`src/rtl/slw_pkg.sv`:
```
`timescale 1ns / 1ps
// ----------------------------------------------------------------------------
// slw_pkg: shared types and constants for the spectrum low-pass weighting core
// Field widths, intermediate widths of the gain datapath, register indexes.
// ----------------------------------------------------------------------------
package slw_pkg;

  localparam int unsigned DATA_W    = 32;   // bin part width, signed
  localparam int unsigned GAIN_FRAC = 16;   // fraction bits of the gain
  localparam int unsigned GAIN_W    = GAIN_FRAC + 1;
  localparam int unsigned MAX_ROWS  = 1024;
  localparam int unsigned MAX_COLS  = 1024;

  localparam int unsigned DIM_W     = 11;   // row_count / col_count
  localparam int unsigned POS_W     = 10;   // row_index / col_index
  localparam int unsigned SPC_W     = 6;    // cut_spacing
  localparam int unsigned K_W       = SPC_W + 1;
  localparam int unsigned KK_W      = 2 * K_W;
  localparam int unsigned SQ_W      = 21;   // rows^2, cols^2 (up to 2^20)
  localparam int unsigned PSQ_W     = 2 * POS_W;
  localparam int unsigned KR_W      = 34;   // k^2 * rows^2
  localparam int unsigned CROSS_W   = 40;   // dh^2*cols^2, col^2*rows^2
  localparam int unsigned SUM_W     = CROSS_W + 1;
  localparam int unsigned NUM_W     = 54;
  localparam int unsigned DEN_W     = 55;
  localparam int unsigned REM_W     = DEN_W + 1;
  localparam int unsigned PROD_W    = DATA_W + GAIN_W + 1;

  localparam int unsigned CFG_IDX_W  = 2;
  localparam int unsigned CFG_DATA_W = DIM_W;

  localparam int unsigned IN_TDATA_W  = 88;
  localparam int unsigned OUT_TDATA_W = 88;
  localparam int unsigned OUT_PAD_W   = OUT_TDATA_W - 2 * DATA_W - GAIN_W;

  localparam logic [GAIN_W-1:0] GAIN_ONE = GAIN_W'(1 << GAIN_FRAC);

  typedef enum logic [CFG_IDX_W-1:0] {
    REG_ROW_COUNT   = 2'd0,
    REG_COL_COUNT   = 2'd1,
    REG_CUT_SPACING = 2'd2
  } cfg_reg_e;

  // data that rides along the divider
  typedef struct packed {
    logic signed [DATA_W-1:0] re;
    logic signed [DATA_W-1:0] im;
    logic                     oor;    // position outside the configured size
    logic                     unity;  // gain forced to one
  } side_t;

endpackage

```
`src/rtl/slw_div.sv`:
```
`timescale 1ns / 1ps
// ----------------------------------------------------------------------------
// slw_div: pipelined restoring divider for the gain fraction
// One quotient bit per stage: floor(2^GAIN_FRAC * num / den) for num < den.
// ----------------------------------------------------------------------------
module slw_div (
  input  logic                         clk_i,
  input  logic                         rst_ni,
  input  logic                         up_valid_i,
  output logic                         up_ready_o,
  input  logic [slw_pkg::NUM_W-1:0]    num_i,
  input  logic [slw_pkg::DEN_W-1:0]    den_i,
  input  slw_pkg::side_t               side_i,
  output logic                         dn_valid_o,
  input  logic                         dn_ready_i,
  output logic [slw_pkg::GAIN_FRAC-1:0] quo_o,
  output slw_pkg::side_t               side_o
);
  import slw_pkg::*;

  localparam int unsigned NSTG = GAIN_FRAC;

  logic                 vld_q  [NSTG];
  logic [REM_W-1:0]     rem_q  [NSTG];
  logic [DEN_W-1:0]     den_q  [NSTG];
  logic [GAIN_FRAC-1:0] quo_q  [NSTG];
  side_t                side_q [NSTG];

  logic                 src_vld  [NSTG];
  logic [REM_W-1:0]     src_rem  [NSTG];
  logic [DEN_W-1:0]     src_den  [NSTG];
  logic [GAIN_FRAC-1:0] src_quo  [NSTG];
  side_t                src_side [NSTG];

  logic [REM_W-1:0]     rem_d [NSTG];
  logic [GAIN_FRAC-1:0] quo_d [NSTG];

  wire [NSTG:0] adv;

  assign adv[NSTG] = dn_ready_i;

  // a stage moves when it is empty or the next one moves
  for (genvar i = 0; i < NSTG; i++) begin : g_adv
    assign adv[i] = !vld_q[i] || adv[i+1];
  end

  always_comb begin
    logic [REM_W-1:0] shifted;
    logic             take;
    shifted = '0;
    take    = 1'b0;
    for (int i = 0; i < NSTG; i++) begin
      if (i == 0) begin
        src_vld[i]  = up_valid_i;
        src_rem[i]  = REM_W'(num_i);
        src_den[i]  = den_i;
        src_quo[i]  = '0;
        src_side[i] = side_i;
      end else begin
        src_vld[i]  = vld_q[i-1];
        src_rem[i]  = rem_q[i-1];
        src_den[i]  = den_q[i-1];
        src_quo[i]  = quo_q[i-1];
        src_side[i] = side_q[i-1];
      end
      shifted  = {src_rem[i][REM_W-2:0], 1'b0};
      take     = shifted >= REM_W'(src_den[i]);
      rem_d[i] = take ? shifted - REM_W'(src_den[i]) : shifted;
      quo_d[i] = {src_quo[i][GAIN_FRAC-2:0], take};
    end
  end

  always_ff @(posedge clk_i or negedge rst_ni) begin
    if (!rst_ni) begin
      for (int i = 0; i < NSTG; i++) vld_q[i] <= 1'b0;
    end else begin
      for (int i = 0; i < NSTG; i++) begin
        if (adv[i]) vld_q[i] <= src_vld[i];
      end
    end
  end

  always_ff @(posedge clk_i) begin
    for (int i = 0; i < NSTG; i++) begin
      if (adv[i] && src_vld[i]) begin
        rem_q[i]  <= rem_d[i];
        den_q[i]  <= src_den[i];
        quo_q[i]  <= quo_d[i];
        side_q[i] <= src_side[i];
      end
    end
  end

  assign up_ready_o = adv[0];
  assign dn_valid_o = vld_q[NSTG-1];
  assign quo_o      = quo_q[NSTG-1];
  assign side_o     = side_q[NSTG-1];

  // the partial remainder stays below the divisor on every real division
  assert property (@(posedge clk_i) disable iff (!rst_ni)
    dn_valid_o && !side_o.unity |-> rem_q[NSTG-1] < REM_W'(den_q[NSTG-1]))
    else $error("divider remainder not below divisor");

  // the divider only backs up when its output is held
  assert property (@(posedge clk_i) disable iff (!rst_ni)
    !up_ready_o |-> dn_valid_o && !dn_ready_i)
    else $error("divider stalled without downstream backpressure");

endmodule

```
`config.mk`:
```
export PLATFORM = sky130hd
export DESIGN_NAME = slw_div
export DESIGN_NICKNAME = d
export VERILOG_FILES = /design/src/rtl/slw_pkg.sv /design/src/rtl/slw_div.sv
export SDC_FILE = /design/constraint.sdc
export NUM_CORES = 2
export LEC_CHECK = 0
export BUFFER_PORTS_ARGS = -buffer_cell sky130_fd_sc_hd__buf_4
export CORE_ASPECT_RATIO = 1.4
export CORE_MARGIN = 2
export CORE_UTILIZATION = 30
export CTS_BUF_LIST = sky130_fd_sc_hd__clkbuf_2 sky130_fd_sc_hd__clkbuf_4 sky130_fd_sc_hd__clkbuf_8
export DETAILED_ROUTE_END_ITERATION = 6
export PLACE_DENSITY = 0.54
export RECOVER_POWER = 100
export SETUP_SLACK_MARGIN = 0.5
export SLEW_MARGIN = 20
export SYNTH_ARGS = -nofsm -noshare
export SYNTH_HDL_FRONTEND = slang
export SYNTH_SLANG_ARGS = --single-unit
```
`constraint.sdc`:
```
create_clock -name clk_i -period 15.5 [get_ports clk_i]
set_input_delay 2.325 -clock clk_i [delete_from_list [all_inputs] [get_ports clk_i]]
set_output_delay 2.325 -clock clk_i [all_outputs]
set_load 0.1 [all_outputs]
```
# Word-level counts from Yosys, hierarchy flattened
# Memories as Yosys holds them, arrays and structs flattened.
# Index checks and enable logic that the tools add are counted.
# totals
ramBits,3088
reg_bits,16
in_bits,179
wordCells,148
mem_count,4
# op_classes
reduce_logical,48
add_sub_neg,16
magnitude_cmp,16
n_mux,48
# mem_list
name,depth,word_bits,rd,rd_ports_with_merged_regs,write_ports,line,source
side_q,16,66,16,0,16,slw_div.sv:27,side_t side_q [NSTG];
rem_q,16,56,15,0,16,slw_div.sv:24,logic [REM_W-1:0] rem_q [NSTG];
den_q,16,55,15,0,16,slw_div.sv:25,logic [DEN_W-1:0] den_q [NSTG];
quo_q,16,16,16,0,16,slw_div.sv:26,logic [GAIN_FRAC-1:0] quo_q [NSTG];
# ops
op,count
$mux 56,16
$ge 56x55->1,15
$sub 56x55->56,15
$sub 55x55->56,1
$ge 55x55->1,1
$mux 1,32
$logic_and 1x1->1,16
$logic_not 1->1,16
$logic_or 1x1->1,16

# Longest topological paths before layout
# depth
ltp_word,20
mapped_depth,17
mapped_depth_nobuf,14

# Worst setup path after synthesis
# Ideal clock, no wire load.
# synth_path
path_kind,input-to-reg
from,in dn_ready_i
to,"mem den_q[0][0], enable pin"
setup_time_ns,0.820
cell_stages,7
path_slack_ns,2.905
arrival_time_ns,11.775
path_cell_list,nor2b_1 -> nand3_1 -> nor2_1 -> nand2_1 -> nor3_1 -> and3_1 -> a31oi_1
# synth_rtl
element,line,source
start: declaration,slw_div.sv:15,"input logic dn_ready_i,"
end: declaration,slw_div.sv:25,

==> summary.txt <==
Setup path
  – Largest fanout on the critical path: 115
  – Largest stage delay on the critical path: 4.05 ns
  – Critical-path cell with the highest stage delay: clkbuf_1
  – CP startpoint kind: input port
  – Cell family with the largest share of critical-path delay: buffers and inverters
  – Data required time of the worst path: roughly 16 ns
  – CP Class: in -> reg
  – Ordered list of cells on the worst path: clkbuf_1, nor2b_1, nand4_1, and2_0, clkbuf_1, clkbuf_1
  – Critical path arrival: 11.04 ns
  – Library cell appearing most often on the critical path: clkbuf_1
  – WP buf/inv: 3
  – CP endpoint kind: flip-flop

Die
  – Area of the die: 0.495 mm^2
  – Die Wd: 595 um
  – Die height: between 800 and 900 um
  – Core Footprint: ~0.5 mm^2
  – Number of rows created at floorplan: 303
  – Initial core utilization: 30.1%
  – Boundary Pins: 263

Clock tree
  – Number of setup buffers added after CTS: 0
  – Quantity of hold-fixing buffers added after cts: 0
  – Number of clock buffers inserted by TritonCTS: 465
  – TritonCTS clock tree: yes
  – Number of H-tree levels: 5
  – Clock tree sinks: 2858
  – Worst-path clk slew: 0.06 ns
  – Clock latency reported for the late side of the worst-skew pair: around 1.2 ns
  – Cell chosen for the clock root: clkbuf_8
  – Longest Clk Path Bufs: 4
  – Resized cells post-CTS: 0

Layout
  – Fill count: 48700
  – Sequential cell area: 0.0857 mm^2
  – Non-Filler Cell Area, Final: between 0.15 and 0.2 mm^2
  – Commonest cells after routing, fill and taps aside: edfxtp_1, a21oi_1, inv_1, ha_1, nor2_1
  – Most frequent standard cell in the layout excluding fill and tap cells: edfxtp_1
  – Post-layout net count: 13700
  – Share of cells above drive strength 1: 8.20%
  – Layout overhead on the synthesized area: 11.6%
  – Util after Layout: 33.7%
  – Multi-input gate area in the final layout: 0.0545 mm^2

Power
  – Sequential group share of total power: 36.7%
  – Lkg Pwr: around 64 nW
  – Worst supply voltage drop on vdd: 0.0850 mV
  – Relative contribution of combinational cells to total power: between 40 and 50%
  – Sw Ratio: between 30 and 40%
  – Net switching power of the design: 12.9 mW
  – Internal: approximately 21 mW
  – Clock group share of total power: between 15 and 20%
  – Ratio of total power to cell area: 209 mW/mm^2

STA
  – Summed negative setup slack over all endpoints: 0 ns
  – Max Clock Skew: 0.147 ns
  – Setup-failing EPs final: 0
  – Post-layout minimum cycle time: 10.48 ns
  – Fin. max-slew vios: 4014
  – Relative max-transition margin: -288%
  – Unrepaired setup endpoints after global routing: no
  – Final clock period utilization by the worst path: 67.6%
  – Worst hold slack: between 0.3 and 0.4 ns
  – Final WS setup: 5.02 ns
  – Measured slew at the worst slew-check pin: 5.82 ns
  – Final hold violation count: 0
  – Highest Clock Rate: 95.4 MHz

Route
  – Via Count: 91600
  – Detailed-router iteration count before antenna repair: 6
  – Vias per cell: around 4.7
  – DRC violations left: 0
  – ANT nets after route: 0
  – Total wire length: 334000 um
  – DRT iter0 DRCs: 4154
  – Average routed wire per standard cell: 17.2 um

Logic synthesis
  – Flops & latches, synth: 2858
  – Share of the yosys chip area belonging to registers: between 50% and 60%
  – Cells after Synth: 12300
  – Dominant combinational cell family by area after synthesis: compound AO/OA/AOI/OAI gates
  – Fraction of synthesized area in multiplexers: around 2.8%
  – Area fraction in compound gates after synthesis: roughly 14%
  – Yosys warns: 0
  – Post-synthesis share of cell area spent on and, or, nand and nor gates: 8.35%
  – Post-synth EDFFs: between 2000 and 3000
  – Syn Nets: 13400
  – Xor and xnor area share after synthesis: 4.46%
  – Adder-cell area share of the yosys netlist: between 7 and 8%
  – Async set-or-reset flop fraction in the synthesized netlist: 0.560%
  – Distinct cell type count after synthesis: 112
  – Ys flop type: edfxtp_1
  – Cell Area, Synth: around 0.15 mm^2
  – Average cell area after synthesis: between 10 and 15 um^2

GRT
  – Wire length of the first global-routing pass: 521000 um
  – Number of global-route vias before repair: 94000
  – Remaining global-route overflow: 0
  – Initial antenna violation count: 10
  – Largest net degree at the start of global routing: 116
  – Total track usage: 13.2%

Run status
  – Outcome: finished with violations
  – Violated checks: capacitance limit, slew limit

Hold path
  – Worst min path class: reg -> reg

Placed design
  – Detailed placement HPWL: 255000 um
  – Placement-stage cell area: 0.155 mm^2
  – Gpl congestion: roughly 0.88
  – Setup slack after placement: 8.24 ns
  – Port Buffers: between 200 and 300

Flow run
  – Max-cap violation count: 79
metrics by stage:
stage / instances / power [mW]
finish: 19400 / 34.2
global route: 19400 / 36.7
CTS: 19400 / 34.6
detailed placement: 18600 / 27.6
global placement: 18600 / 27.6
floorplan: 12300 / 24.0
cells by family (layout without fill, tap and decap cells):
| group | count (synthesis) | in the layout |
|---|---|---|
| AOI/OAI and AO/OA | 3281 | 3281 |
| DFF | 2858 | 2858 |
| and+or+nand+nor | 2591 | 2591 |
| buffers and inverters | 1582 | 2305 |
| adders and majority gates | 894 | 894 |
| xor gates and xnor gates | 748 | 748 |
| muxes | 355 | 355 |
| other | 0 | 7 |
power groups by stage:
stage | clock network, mW | logic (mW) | registers (mW)
after CTS | 7.03 | 15.1 | 12.5
after detailed placement | 0 | 15.0 | 12.6
final | 6.73 | 14.9 | 12.5
after global routing | 7.35 | 16.6 | 12.8
after floorplan | 0 | 11.7 | 12.3
after global placement | 0 | 15.0 | 12.6
synthesized netlist by cell type, types with 74 or more instances:
master	count	area, um^2
a211oi_1	80	601
a21o_1	569	4270
a21oi_1	1219	6100
a31oi_1	102	638
and3_1	74	463
buf_4	74	556
clkbuf_1	326	1220
edfxtp_1	2842	85300
ha_1	879	11000
inv_1	1106	4150
mux2_1	171	1930
mux2_2	122	1370
nand2_1	723	2710
nand2b_1	131	820
nand3_1	185	926
nand4_1	237	1480
nor2_1	769	2890
nor2b_1	101	632
nor3_1	123	616
o21a_1	91	683
o21ai_0	589	2950
o21bai_1	132	991
xnor2_1	464	4060
xor2_1	284	2490
state kept, by name, indices dropped and copies added, names as in the netlist:
name        flops
side_q       1056
den_q         825
rem_q         825
quo_q         136
src_vld        15
dn_valid_o      1
worst paths after layout:
| kind | startpoint | end | slack (ns) | cells after the start |
|---|---|---|---|---|
| max | dn_ready_i | rem_q[1][267] | 5.02 | 6 |
| min | side_q[0][229] | side_q[0][295] | 0.33 | 0 |
| max reg2reg | dn_valid_o | rem_q[1][267] | 5.78 | 5 |
| min reg2reg | side_q[0][229] | side_q[0][295] | 0.33 | 0 |
| max in group asynchronous | rst_ni | src_vld[5] | 13.73 | 1 |
| min in group asynchronous | rst_ni | src_vld[4] | 1.22 | 1 |
worst reg2reg max path: stages (launching register included):
cell and delay, ns:
dfrtp_1 0.37, nor2b_1 0.20, nand4_1 0.13, and2_0 2.36
clkbuf_1 1.65, clkbuf_1 4.11
layer usage:
layer	global-route usage [%]	wire, um	share of wire [%]	vias to the layer above
met4	7.68	21400	6.4	0
li1	-	-	-	46100
met2	23.7	165000	49	1811
met1	14.8	136000	41	42800
met3	1.79	11200	3.3	842
met5	0	0	0	-
cell type report:
type	instances	share of cell area, %
multi-input combinational	7869	33.3
clock buffer	572	4.42
timing repair buffer	343	1.10
sequential	2858	52.3
tap	6405	4.89
antenna	7	0.0107
inverter	1110	2.54
clock inverter	280	1.42
Note: power is estimated with default switching activity, not from simulation.
